[src/rtl/rrqs_pkg.sv]
// Package for the round-robin queue scheduler: sizes, opcode and status codes,
// sequencer states and the result record passed between the sequencer and the output stage.
// No dependencies.
package rrqs_pkg;

    localparam int MAX_QUEUES = 64;
    localparam int SLOT_AW    = (MAX_QUEUES > 1) ? $clog2(MAX_QUEUES) : 1;
    localparam int CNT_W      = $clog2(MAX_QUEUES + 1);
    localparam int ID_W       = 6;
    localparam int MASK_W     = 64;
    localparam int OP_W       = 2;
    localparam int ST_W       = 2;

    localparam logic [OP_W-1:0] OP_ADD  = 2'd0;
    localparam logic [OP_W-1:0] OP_DEL  = 2'd1;
    localparam logic [OP_W-1:0] OP_NEXT = 2'd2;

    localparam logic [ST_W-1:0] ST_OK        = 2'd0;
    localparam logic [ST_W-1:0] ST_NOT_FOUND = 2'd1;
    localparam logic [ST_W-1:0] ST_FULL      = 2'd2;

    typedef enum logic [1:0] {
        SEQ_IDLE,
        SEQ_DEL,
        SEQ_NXT,
        SEQ_FIN
    } seq_state_t;

    typedef struct packed {
        logic             grant_valid;
        logic [ID_W-1:0]  grant_id;
        logic [ST_W-1:0]  status;
    } result_t;

endpackage

[src/rtl/rrqs_if.sv]
// Channel interfaces of the round-robin queue scheduler: request and response.
// Depends on rrqs_pkg for field widths.
interface rrqs_req_if import rrqs_pkg::*; ();
    logic              valid;
    logic              ready;
    logic [OP_W-1:0]   opcode;
    logic [ID_W-1:0]   queue_id;
    logic [MASK_W-1:0] nonempty_mask;

    modport source (output valid, output opcode, output queue_id, output nonempty_mask,
                    input ready);
    modport sink   (input valid, input opcode, input queue_id, input nonempty_mask,
                    output ready);
endinterface

interface rrqs_rsp_if import rrqs_pkg::*; ();
    logic             valid;
    logic             ready;
    logic             grant_valid;
    logic [ID_W-1:0]  grant_id;
    logic [ST_W-1:0]  status;

    modport source (output valid, output grant_valid, output grant_id, output status,
                    input ready);
    modport sink   (input valid, input grant_valid, input grant_id, input status,
                    output ready);
endinterface

[src/rtl/rrqs_slot_ram.sv]
// Generic single-port-write, single-port-read synchronous RAM with registered read data.
// No dependencies.
module rrqs_slot_ram #(
    parameter int DEPTH = 64,
    parameter int AW    = 6,
    parameter int DW    = 6
) (
    input  logic          clk,
    input  logic          wr_en,
    input  logic [AW-1:0] wr_addr,
    input  logic [DW-1:0] wr_data,
    input  logic [AW-1:0] rd_addr,
    output logic [DW-1:0] rd_data
);

    logic [DW-1:0] mem [DEPTH];
    logic [DW-1:0] rd_data_reg;

    always_ff @(posedge clk)
    begin
        if (wr_en)
        begin
            mem[wr_addr] <= wr_data;
        end
        rd_data_reg <= mem[rd_addr];
    end

    assign rd_data = rd_data_reg;

endmodule

[src/rtl/rrqs_seq.sv]
// Sequencer of the round-robin queue scheduler: holds the list length and the position,
// and walks the slot RAM one entry per cycle for delete and next. Depends on rrqs_pkg, rrqs_if.
module rrqs_seq import rrqs_pkg::*; (
    input  logic               clk,
    input  logic               rst_n,
    rrqs_req_if.sink           req,
    output result_t            res,
    output logic               res_valid,
    input  logic               res_ready,
    output logic               ram_wr_en,
    output logic [SLOT_AW-1:0] ram_wr_addr,
    output logic [ID_W-1:0]    ram_wr_data,
    output logic [SLOT_AW-1:0] ram_rd_addr,
    input  logic [ID_W-1:0]    ram_rd_data
);

    seq_state_t         state_reg, state_next;
    logic [CNT_W-1:0]   count_reg, count_next;
    logic [CNT_W-1:0]   rr_reg, rr_next;
    logic [CNT_W-1:0]   step_reg, step_next;
    logic [SLOT_AW-1:0] rd_addr_reg, rd_addr_next;
    logic [SLOT_AW-1:0] data_addr_reg, data_addr_next;
    logic               found_reg, found_next;
    logic [ID_W-1:0]    qid_reg, qid_next;
    logic [MASK_W-1:0]  mask_reg, mask_next;
    result_t            res_reg, res_next;
    logic [SLOT_AW-1:0] start_pos;

    // Slot index plus one, wrapped to zero at the list length.
    function automatic logic [SLOT_AW-1:0] wrap_inc(input logic [SLOT_AW-1:0] a,
                                                    input logic [CNT_W-1:0] cnt);
        logic [CNT_W-1:0] s;
        s = CNT_W'(a) + CNT_W'(1);
        if (s >= cnt)
        begin
            return '0;
        end
        return SLOT_AW'(s);
    endfunction

    always_ff @(posedge clk or negedge rst_n)
    begin
        if (!rst_n)
        begin
            state_reg     <= SEQ_IDLE;
            count_reg     <= '0;
            rr_reg        <= '0;
            step_reg      <= '0;
            rd_addr_reg   <= '0;
            data_addr_reg <= '0;
            found_reg     <= 1'b0;
        end
        else
        begin
            state_reg     <= state_next;
            count_reg     <= count_next;
            rr_reg        <= rr_next;
            step_reg      <= step_next;
            rd_addr_reg   <= rd_addr_next;
            data_addr_reg <= data_addr_next;
            found_reg     <= found_next;
        end
    end

    always_ff @(posedge clk)
    begin
        qid_reg  <= qid_next;
        mask_reg <= mask_next;
        res_reg  <= res_next;
    end

    assign start_pos = (rr_reg >= count_reg) ? '0 : SLOT_AW'(rr_reg);

    always_comb
    begin
        state_next     = state_reg;
        count_next     = count_reg;
        rr_next        = rr_reg;
        step_next      = step_reg;
        rd_addr_next   = rd_addr_reg;
        data_addr_next = data_addr_reg;
        found_next     = found_reg;
        qid_next       = qid_reg;
        mask_next      = mask_reg;
        res_next       = res_reg;
        ram_wr_en      = 1'b0;
        ram_wr_addr    = '0;
        ram_wr_data    = ram_rd_data;
        ram_rd_addr    = rd_addr_reg;
        res_valid      = 1'b0;
        req.ready      = 1'b0;

        unique case (state_reg)
            SEQ_IDLE:
            begin
                req.ready = 1'b1;
                if (req.valid)
                begin
                    qid_next   = req.queue_id;
                    mask_next  = req.nonempty_mask;
                    res_next   = '0;
                    found_next = 1'b0;
                    step_next  = '0;
                    state_next = SEQ_FIN;
                    unique case (req.opcode)
                        OP_ADD:
                        begin
                            if (count_reg >= CNT_W'(MAX_QUEUES))
                            begin
                                res_next.status = ST_FULL;
                            end
                            else
                            begin
                                ram_wr_en   = 1'b1;
                                ram_wr_addr = SLOT_AW'(count_reg);
                                ram_wr_data = req.queue_id;
                                count_next  = count_reg + CNT_W'(1);
                            end
                        end
                        OP_DEL:
                        begin
                            if (count_reg == '0)
                            begin
                                res_next.status = ST_NOT_FOUND;
                            end
                            else
                            begin
                                ram_rd_addr  = '0;
                                rd_addr_next = wrap_inc('0, count_reg);
                                state_next   = SEQ_DEL;
                            end
                        end
                        OP_NEXT:
                        begin
                            if (count_reg != '0)
                            begin
                                // An out-of-range position is stored as zero even without a grant.
                                rr_next        = CNT_W'(start_pos);
                                ram_rd_addr    = start_pos;
                                rd_addr_next   = wrap_inc(start_pos, count_reg);
                                data_addr_next = start_pos;
                                state_next     = SEQ_NXT;
                            end
                        end
                        default:
                        begin
                            state_next = SEQ_FIN;
                        end
                    endcase
                end
            end

            SEQ_DEL:
            begin
                // Read data belongs to slot step_reg; once the id is found each entry
                // moves down by one, writing behind the read pointer.
                rd_addr_next = wrap_inc(rd_addr_reg, count_reg);
                if (found_reg)
                begin
                    ram_wr_en   = 1'b1;
                    ram_wr_addr = SLOT_AW'(step_reg - CNT_W'(1));
                    ram_wr_data = ram_rd_data;
                end
                else if (ram_rd_data == qid_reg)
                begin
                    found_next = 1'b1;
                end
                if (step_reg == count_reg - CNT_W'(1))
                begin
                    if (found_reg || (ram_rd_data == qid_reg))
                    begin
                        count_next = count_reg - CNT_W'(1);
                        rr_next    = '0;
                    end
                    else
                    begin
                        res_next.status = ST_NOT_FOUND;
                    end
                    state_next = SEQ_FIN;
                end
                else
                begin
                    step_next = step_reg + CNT_W'(1);
                end
            end

            SEQ_NXT:
            begin
                rd_addr_next   = wrap_inc(rd_addr_reg, count_reg);
                data_addr_next = wrap_inc(data_addr_reg, count_reg);
                if (mask_reg[ram_rd_data])
                begin
                    res_next.grant_valid = 1'b1;
                    res_next.grant_id    = ram_rd_data;
                    rr_next              = CNT_W'(wrap_inc(data_addr_reg, count_reg));
                    state_next           = SEQ_FIN;
                end
                else if (step_reg == count_reg - CNT_W'(1))
                begin
                    state_next = SEQ_FIN;
                end
                else
                begin
                    step_next = step_reg + CNT_W'(1);
                end
            end

            SEQ_FIN:
            begin
                res_valid = 1'b1;
                if (res_ready)
                begin
                    state_next = SEQ_IDLE;
                end
            end

            default:
            begin
                state_next = SEQ_IDLE;
            end
        endcase
    end

    assign res = res_reg;

endmodule

[src/rtl/rrqs_out_stage.sv]
// Output register of the round-robin queue scheduler: holds one result beat for the
// response channel. Depends on rrqs_pkg, rrqs_if.
module rrqs_out_stage import rrqs_pkg::*; (
    input  logic      clk,
    input  logic      rst_n,
    input  result_t   res,
    input  logic      res_valid,
    output logic      res_ready,
    rrqs_rsp_if.source rsp
);

    logic    valid_reg, valid_next;
    result_t data_reg;
    logic    load;

    assign res_ready = !valid_reg || rsp.ready;
    assign load      = res_valid && res_ready;

    always_comb
    begin
        valid_next = valid_reg;
        if (load)
        begin
            valid_next = 1'b1;
        end
        else if (rsp.ready)
        begin
            valid_next = 1'b0;
        end
    end

    always_ff @(posedge clk or negedge rst_n)
    begin
        if (!rst_n)
        begin
            valid_reg <= 1'b0;
        end
        else
        begin
            valid_reg <= valid_next;
        end
    end

    always_ff @(posedge clk)
    begin
        if (load)
        begin
            data_reg <= res;
        end
    end

    assign rsp.valid       = valid_reg;
    assign rsp.grant_valid = data_reg.grant_valid;
    assign rsp.grant_id    = data_reg.grant_id;
    assign rsp.status      = data_reg.status;

endmodule

[src/rtl/round_robin_queue_scheduler.sv]
// Top level of the round-robin queue scheduler.
// Depends on rrqs_pkg, rrqs_if, rrqs_slot_ram, rrqs_seq and rrqs_out_stage.
//
// Requests arrive on req (opcode, queue_id, nonempty_mask) and each one produces
// exactly one response beat on rsp (grant_valid, grant_id, status). Add appends an
// id to the list, delete removes the first matching id and closes the gap, next
// scans the list from the round-robin position and grants the first queue whose
// mask bit is set.
// The list lives in a 64-entry slot RAM with registered read data; delete and
// next walk it one slot per cycle. One request is in work at a time, and the walk
// of the slot RAM sets the rate; the next request is accepted only once the
// result of the last one has gone to the output register.
// After reset the list is empty and the position is zero; no clearing pass is
// needed. A stalled receiver holds the response in the output register; the next
// request is still accepted, and its result waits in the sequencer until the
// register frees.
module round_robin_queue_scheduler import rrqs_pkg::*; (
    input  logic       clk,
    input  logic       rst_n,
    rrqs_req_if.sink   req,
    rrqs_rsp_if.source rsp
);

    result_t            res;
    logic               res_valid;
    logic               res_ready;
    logic               ram_wr_en;
    logic [SLOT_AW-1:0] ram_wr_addr;
    logic [ID_W-1:0]    ram_wr_data;
    logic [SLOT_AW-1:0] ram_rd_addr;
    logic [ID_W-1:0]    ram_rd_data;

    rrqs_slot_ram #(
        .DEPTH (MAX_QUEUES),
        .AW    (SLOT_AW),
        .DW    (ID_W)
    ) u_slot_ram (
        .clk     (clk),
        .wr_en   (ram_wr_en),
        .wr_addr (ram_wr_addr),
        .wr_data (ram_wr_data),
        .rd_addr (ram_rd_addr),
        .rd_data (ram_rd_data)
    );

    rrqs_seq u_seq (
        .clk         (clk),
        .rst_n       (rst_n),
        .req         (req),
        .res         (res),
        .res_valid   (res_valid),
        .res_ready   (res_ready),
        .ram_wr_en   (ram_wr_en),
        .ram_wr_addr (ram_wr_addr),
        .ram_wr_data (ram_wr_data),
        .ram_rd_addr (ram_rd_addr),
        .ram_rd_data (ram_rd_data)
    );

    rrqs_out_stage u_out_stage (
        .clk       (clk),
        .rst_n     (rst_n),
        .res       (res),
        .res_valid (res_valid),
        .res_ready (res_ready),
        .rsp       (rsp)
    );

endmodule

[src/flat_wrapper.sv]
// flat-port wrapper written by rule: the top's interface ports become plain ports
module round_robin_queue_scheduler_flat import rrqs_pkg::*;
  (clk, rst_n, req_valid, req_opcode, req_queue_id, req_nonempty_mask, req_ready, rsp_valid, rsp_grant_valid, rsp_grant_id, rsp_status, rsp_ready);
  rrqs_req_if req_i ();
  rrqs_rsp_if rsp_i ();
  input  logic clk;
  input  logic rst_n;
  input wire logic [$bits(req_i.valid)-1:0] req_valid;
  input wire logic [$bits(req_i.opcode)-1:0] req_opcode;
  input wire logic [$bits(req_i.queue_id)-1:0] req_queue_id;
  input wire logic [$bits(req_i.nonempty_mask)-1:0] req_nonempty_mask;
  output wire logic [$bits(req_i.ready)-1:0] req_ready;
  output wire logic [$bits(rsp_i.valid)-1:0] rsp_valid;
  output wire logic [$bits(rsp_i.grant_valid)-1:0] rsp_grant_valid;
  output wire logic [$bits(rsp_i.grant_id)-1:0] rsp_grant_id;
  output wire logic [$bits(rsp_i.status)-1:0] rsp_status;
  input wire logic [$bits(rsp_i.ready)-1:0] rsp_ready;
  assign req_i.valid = req_valid;
  assign req_i.opcode = req_opcode;
  assign req_i.queue_id = req_queue_id;
  assign req_i.nonempty_mask = req_nonempty_mask;
  assign req_ready = req_i.ready;
  assign rsp_valid = rsp_i.valid;
  assign rsp_grant_valid = rsp_i.grant_valid;
  assign rsp_grant_id = rsp_i.grant_id;
  assign rsp_status = rsp_i.status;
  assign rsp_i.ready = rsp_ready;
  round_robin_queue_scheduler u_core (.clk(clk), .rst_n(rst_n), .req(req_i), .rsp(rsp_i));
endmodule
[config.mk]
export PLATFORM = sky130hd
export DESIGN_NAME = round_robin_queue_scheduler_flat
export DESIGN_NICKNAME = d
export VERILOG_FILES = /design/src/rtl/rrqs_pkg.sv /design/src/rtl/rrqs_if.sv /design/src/rtl/rrqs_slot_ram.sv /design/src/rtl/rrqs_seq.sv /design/src/rtl/rrqs_out_stage.sv /design/src/rtl/round_robin_queue_scheduler.sv /design/src/flat_wrapper.sv
export SDC_FILE = /design/constraint.sdc
export NUM_CORES = 1
export LEC_CHECK = 0
export ABC_AREA = 1
export BUFFER_PORTS_ARGS = -buffer_cell sky130_fd_sc_hd__buf_4
export CORE_AREA = 3 3 203 205
export CTS_BUF_LIST = sky130_fd_sc_hd__clkbuf_8 sky130_fd_sc_hd__clkbuf_16
export DETAILED_ROUTE_END_ITERATION = 6
export DIE_AREA = 0 0 206 208
export PLACE_DENSITY = 0.85
export SLEW_MARGIN = 20
export SYNTH_ARGS = -nofsm -noshare
export SYNTH_HDL_FRONTEND = slang
export SYNTH_SLANG_ARGS = --single-unit
[constraint.sdc]
create_clock -name clk -period 6.9 [get_ports clk]
set_clock_uncertainty 0.15 [all_clocks]
set_input_delay 1.035 -clock clk [delete_from_list [all_inputs] [get_ports clk]]
set_output_delay 1.035 -clock clk [all_outputs]
set_load 0.02 [all_outputs]
==> Word level (Yosys, flattened, before mapping) <==
Memory sizes are Yosys's and may differ from the RTL's. A register that Yosys moved wholly into a read port is not among the register bits.
Cells that the tools add are included.
{ "op_classes": {"magnitude_cmp": 7, "add_sub_neg": 7, "n_mux": 102, "n_reduce_logical": 22, "eq_ne": 21} }
{ "op_table": {"columns": ["op", "n"], "rows": [
  ["$mux W6", 29],
  ["$mux W7", 15],
  ["$pmux W6 S2", 4],
  ["$pmux W7 S3", 2],
  ["$mux W1", 33],
  ["$ge A7 B7 Y1", 4],
  ["$pmux W7 S2", 2],
  ["$add A6 B1 Y7 const B", 3],
  ["$ne A2 B2 Y1 const B", 9],
  ["$pmux W6 S3", 1],
  ["$mux W2", 8],
  ["$add A7 B1 Y7 const B", 2],
  ["$pmux W2 S2", 3],
  ["$mux W9", 1],
  ["$pmux W2 S4", 1],
  ["$reduce_and A4 Y1", 2],
  ["$eq A7 B7 Y1", 1],
  ["$ge A1 B7 Y1 const A", 1],
  ["$ge A7 B7 Y1 const B", 1],
  ["$logic_not A7 Y1", 1],
  ["$lt A6 B7 Y1 const B", 1],
  ["$reduce_and A7 Y1", 1],
  ["$reduce_bool A7 Y1", 1],
  ["$sub A7 B1 Y7 const B", 1],
  ["other kinds (19)", 32]
]} }
{ "totals": {"out_inout_bits": 11, "n_memories": 1, "ff_bits": 125, "ram_bits": 384} }
{ "memory_table": {"columns": ["name", "depth", "word_bits", "rd", "rd_ports_with_merged_regs", "write_ports", "line_no", "source"], "rows": [
  ["u_core.u_slot_ram.mem", 64, 6, 1, 1, 1, "rrqs_slot_ram.sv:16", "logic [DW-1:0] mem [DEPTH];"]
]} }

==> Longest topological paths before layout <==
{ "depth": {"depth_word": 14, "depth_mapped": 26, "ltp_nobuf": 25} }

==> Cells and area by module <==
A second synthesis with hierarchy kept.
{ "hier_totals": {"hier_cells": 2248, "hier_area_um2": 23209.8} }
{ "modules_own_cells": {"columns": ["module", "instances", "cells_per_inst", "area_each_um2"], "rows": [
  ["rrqs_slot_ram", 1, 1393, 15942.8],
  ["rrqs_seq", 1, 840, 6951.7],
  ["rrqs_out_stage", 1, 15, 315.3]
]} }

==> Least setup slack after synthesis <==
Ideal clock, no wire load.
{ "synth_path": {"kind": "input to register", "start": "input port req_valid", "end": "memory u_core.u_slot_ram.mem[0][0], data pin", "setup_slack_ps": 1193, "arrival_ps": 5008, "setup_ps": 549, "cell_stages": 6, "cell_sequence": "nand2_1 -> inv_1 -> nand3_1 -> clkbuf_1 -> buf_1 -> a21oi_1"} }
{ "synth_via": {"elab_chain_cells": 2} }
{ "synth_lines": {"columns": ["item", "line_no", "source"], "rows": [
  ["from (decl)", "flat_wrapper.sv:8", "input wire logic [$bits(req_i.valid)-1:0] req_valid;"],
  ["$mux W6", "rrqs_seq.sv:97", "if (req.valid)"],
  ["$mux W6", null, null],
  ["named net u_core.ram_wr_data[0]", "round_robin_queue_scheduler.sv:29", "logic [ID_W-1:0] ram_wr_data;"],
  ["to (decl)", "rrqs_slot_ram.sv:16", null]
]} }
The timed path passes the listed nets, and every way through them passes these cells.

==> Worst setup path after layout <==
{ "layout_path": {"start": "register u_core.u_seq.state_reg[1]", "end": "register u_core.u_slot_ram.rd_data_reg[1], in the netlist u_core.u_slot_ram.rd_data[1] (read register of u_core.u_slot_ram.mem)"} }
{ "layout_via": {"elab_chain_cells": 2} }
{ "layout_lines": {"columns": ["item", "line_no", "source"], "rows": [
  ["from (decl)", "rrqs_seq.sv:17", "seq_state_t state_reg, state_next;"],
  ["from (signal assigned)", "rrqs_seq.sv:55", "state_reg <= state_next;"],
  ["$logic_not A2 Y1", "rrqs_seq.sv:93", "unique case (state_reg)"],
  ["$mux W6", "rrqs_seq.sv:93", null],
  ["to (decl)", "rrqs_slot_ram.sv:17", "logic [DW-1:0] rd_data_reg;"]
]} }
No other way between the ends.
A chain may end at the register's enable or synchronous reset.

==> flow_results.org <==
** STA
- Final Setup Violations :: 0
- Worst slew margin relative to its limit :: 22.5%
- Adding up every negative setup slack in the final design gives 0 ps.
- For the pin with the worst max-slew slack, the measured transition is 1160 ps.
- Setup slack closes at 1920 ps.
- The count of final max-slew check failures was 0.
- Clock period minus final worst setup slack :: 4980 ps
- Count of final hold-check violations :: 0
- Timing would allow up to 201 MHz.
- Dividing the final minimum period by the clock period gives 72.1%.
- Final hold slack :: 268 ps
- Setup repair after global routing left no endpoint under its margin.

** Worst setup path
- Reg2Reg Capture Point :: u_core.u_slot_ram.rd_data[1]
- Maximum fanout along the worst path :: 79
- The largest single stage delay on the critical path is 560 ps.
- The critical path goes through inv_1 -> ha_1 -> nand2_1 -> nor2_2 -> nand3_2 -> nand2_1 -> clkinv_2 -> nand2_4 -> buf_4 -> buf_4 -> buf_16 -> nand2_1 -> nand3_1 -> nand3_1 -> nand3_1 -> nand3_1 -> nand3_1 -> nand2_1.
- Path type of the worst setup path :: reg2reg
- In this run the register-to-register setup slack is 1920 ps.
- The worst setup path is launched from a flip-flop.
- The largest individual stage delay along the critical path comes from the cell sky130_fd_sc_hd__buf_4.
- Cell type with the highest occurrence count on the critical path :: sky130_fd_sc_hd__nand3_1
- For the worst setup path, the data arrival time is 5300 ps.
- Required arrival time at the worst endpoint :: 7220 ps
- The worst register-to-register path begins at u_core.u_seq.state_reg[1].
- Worst-case reg-to-reg path depth :: 18
- Capturing element type of the critical path :: flip-flop

** Floorplanning
- Ports placed on the boundary :: 87
- Starting utilization of the core area :: 61.4%
- In this run the core area contains 73 standard-cell rows.
- The floorplan step defined a die boundary enclosing 42,800 µm².
- Y dimension of the die :: 208 µm
- Die Wd :: 206 µm
- The total area inside the core boundary comes to 39,600 µm².

** Clock network
- Total of hold buffers inserted after clock tree synthesis :: 0
- CTS placed an instance of sky130_fd_sc_hd__clkbuf_16 at the clock tree root.
- Buffers inserted during clock tree synthesis total 50.
- Number of H-tree levels :: 2
- The later pin in the worst-skew pair is clocked with a latency of 580 ps.
- TritonCTS Sinks :: 514
- Clock-pin transition on the worst setup and hold timing paths :: 60 ps
- Number of gates resized after cts :: 0
- CTS max path bufs :: 3
- Setup Buffers After CTS :: 0
- TritonCTS clock tree :: done

** Finish
- The register with the most flip-flops in the layout has 384 of them.
- Total of fill cells in the finished design :: 2,728
- For this run, the post-layout net count is 2,568.
- The repair_antennas step left the layout with diodes totalling 0.
- Commonest cells after routing, fill and taps aside :: sky130_fd_sc_hd__edfxtp_1, sky130_fd_sc_hd__nand2_1, sky130_fd_sc_hd__nand3_1
- Compared with the post-synthesis result, the final layout area differs by 11.1%.
- The library cell used most frequently in the layout, excluding fill and tap cells, is sky130_fd_sc_hd__edfxtp_1.
- Fraction of layout instances using a drive strength above 1 :: 8.91%
- In the final layout, the multi-input gates occupy 7210 µm².
- Register area :: 15,200 µm²

** Drt
- Mean number of vias per cell :: 6.08
- Summed over all layers, the routed wires come to 62,300 µm.
- Remaining routing DRC violations :: 0
- Met1 wire length :: 22,200 µm
- Total length of routed met3 wires :: 7580 µm
- Number of antenna-violating nets in the routed design :: 0
- In this run, the number of DRC markers left after iteration 0 of detailed routing was 2,692.
- The pre-antenna-repair detailed-routing pass consisted of 7 iterations.
- The detailed router used layers up to and including met4.
- The routed layout has 18,300 vias.
- Average wire per standard cell :: 20.6 µm
- Wire segments on met2 add up to 29,400 µm in the final route.

** Power
- VDD sags by at most 0.286 mV.
- Summed over all cells, the static leakage comes to 11.2 nW.
- For this design the ratio of total power to cell area is 445 nW/µm².

** Logic synthesis
- Yosys mapped a number of flops with a built-in enable equal to 472.
- Flip-flop and latch count after synthesis :: 514
- The cell count after synthesis came out at 2,400.
- The netlist uses 47 different library cells.
- Synthesized net count :: 2,518
- Number of synthesis warnings :: 0
- For this run, the register share of the synthesized area comes to 62.5%.
- The synthesized netlist occupies a cell area of 24,300 µm².
- Averaged over all synthesized cells, the footprint is 10.1 µm².
- After synthesis, the share of flip-flops with an asynchronous set or reset is 7.00%.
- Post-synth top flop :: sky130_fd_sc_hd__edfxtp_1

** Flow run
- The tool flagged a number of max-cap violations equal to 0.

** Placed design
- Detailed Place HPWL :: 38,200 µm
- Setup WS pre-CTS :: 1800 ps
- Placer Congestion :: 0.932
- During placement, the flow inserted port buffers numbering 86.

** Global routing
- The via count of the first global-routing pass is 17,900.
- Entering global routing, the biggest net connects 104 pins.
- Global-route wire length before repair :: 96,600 µm
- Antenna violations before repair :: 0
- For this run, the total global-route usage over all layers was measured as 28.7%.
- After global routing the overflow that remains totals 0.

** Worst hold path
- Hold crit path type :: in2async

** Status
- The flow ran to the end, and the final reports show no timing, DRC or antenna violations.
## where the power goes
| part | total (mW) | switching [mW] | leakage [nW] | internal, mW |
|---|---|---|---|---|
| Combinational | 4.93 | 3.56 | 5.52 | 1.38 |
| Clock | 2.79 | 1.16 | 0.884 | 1.63 |
| Sequential | 4.30 | 0.227 | 4.77 | 4.08 |
| Total | 12.0 | 4.95 | 11.2 | 7.08 |
## through the flow
stage	utilization [%]	cell area (µm²)	cells	total power [mW]
floorplan	-	24300	2400	7.66
global placement	63.8	25300	2921	8.87
detailed placement	63.8	25300	2922	9.09
CTS	68.1	27000	3016	11.9
global route	68.2	27000	3017	12.6
finish	68.2	27000	3017	12.0
## cell families after synthesis
family                     Yosys count  synth area share [%]
and+or+nand+nor                   1160                  22.1
DFF                                514                  62.5
buffers and inverters              487                  8.29
AOI/OAI and AO/OA                  164                  3.86
adders and majority gates           42                  2.16
xor gates and xnor gates            33                  1.19
## Yosys cell counts, types with 3 or more instances
library cell	number	area share (%)
sky130_fd_sc_hd__edfxtp_1	472	58
sky130_fd_sc_hd__nand2_1	447	6.9
sky130_fd_sc_hd__nand3_1	424	8.7
sky130_fd_sc_hd__inv_1	360	5.6
sky130_fd_sc_hd__nor2_1	150	2.3
sky130_fd_sc_hd__nand3b_1	96	3.0
sky130_fd_sc_hd__o21ai_0	81	1.7
sky130_fd_sc_hd__buf_2	55	1.1
sky130_fd_sc_hd__ha_1	42	2.2
sky130_fd_sc_hd__dfrtp_1	36	3.7
sky130_fd_sc_hd__clkbuf_1	34	0.52
sky130_fd_sc_hd__a21oi_1	32	0.66
sky130_fd_sc_hd__xor2_1	26	0.94
sky130_fd_sc_hd__o22ai_1	21	0.54
sky130_fd_sc_hd__nand4_1	15	0.39
sky130_fd_sc_hd__buf_4	11	0.34
sky130_fd_sc_hd__buf_6	10	0.46
sky130_fd_sc_hd__inv_2	10	0.15
sky130_fd_sc_hd__nor3_1	9	0.19
sky130_fd_sc_hd__xnor2_1	7	0.25
sky130_fd_sc_hd__dfxtp_1	6	0.49
sky130_fd_sc_hd__a22oi_1	5	0.15
sky130_fd_sc_hd__nand2_2	5	0.13
sky130_fd_sc_hd__o21a_1	5	0.15
sky130_fd_sc_hd__clkinv_1	4	0.062
sky130_fd_sc_hd__nor2_2	4	0.10
sky130_fd_sc_hd__o21ai_1	3	0.062
## layer usage
metal,GRT usage [%],vias up
li1,-,8188
met1,36.8,8591
met2,46.7,1325
met3,6.62,245
met4,12.9,0
met5,0,-
## critical path, delay by kind of cell (launching register included)
family | cells | cell delay [ps]
fa+ha+maj | 1 | 420
buf+inv | 5 | 1990
flops | 1 | 410
simple gates | 12 | 1760
## how the worst max path moves through the flow
stage / start / to / slack (ps) / cells past startpoint
6_report: u_core.u_seq.state_reg[1] / u_core.u_slot_ram.rd_data[1] / 1920 / 18
5_1_grt: u_core.u_seq.count_reg[0] / u_core.u_slot_ram.rd_data[1] / 1670 / 19
4_1_cts: u_core.u_seq.count_reg[0] / u_core.u_slot_ram.rd_data[3] / 2130 / 19
3_5_place_dp: req_opcode[0] / u_core.u_slot_ram.rd_data[2] / 1800 / 19
3_3_place_gp: req_opcode[0] / u_core.u_slot_ram.rd_data[3] / 1650 / 18
2_1_floorplan: req_valid / u_core.u_slot_ram.mem[0][0] / 1190 / 6
## final cells by class
cell class              instances  area share, %
multi-input cells            1399           26.7
clock buffers                  53           4.83
repair buffers                110           3.20
clock inverters                41           1.41
flip-flops and latches        514           56.2
well taps                     525           2.43
inverters                     375           5.22
No activity file was read; power rests on OpenSTA's default activity.
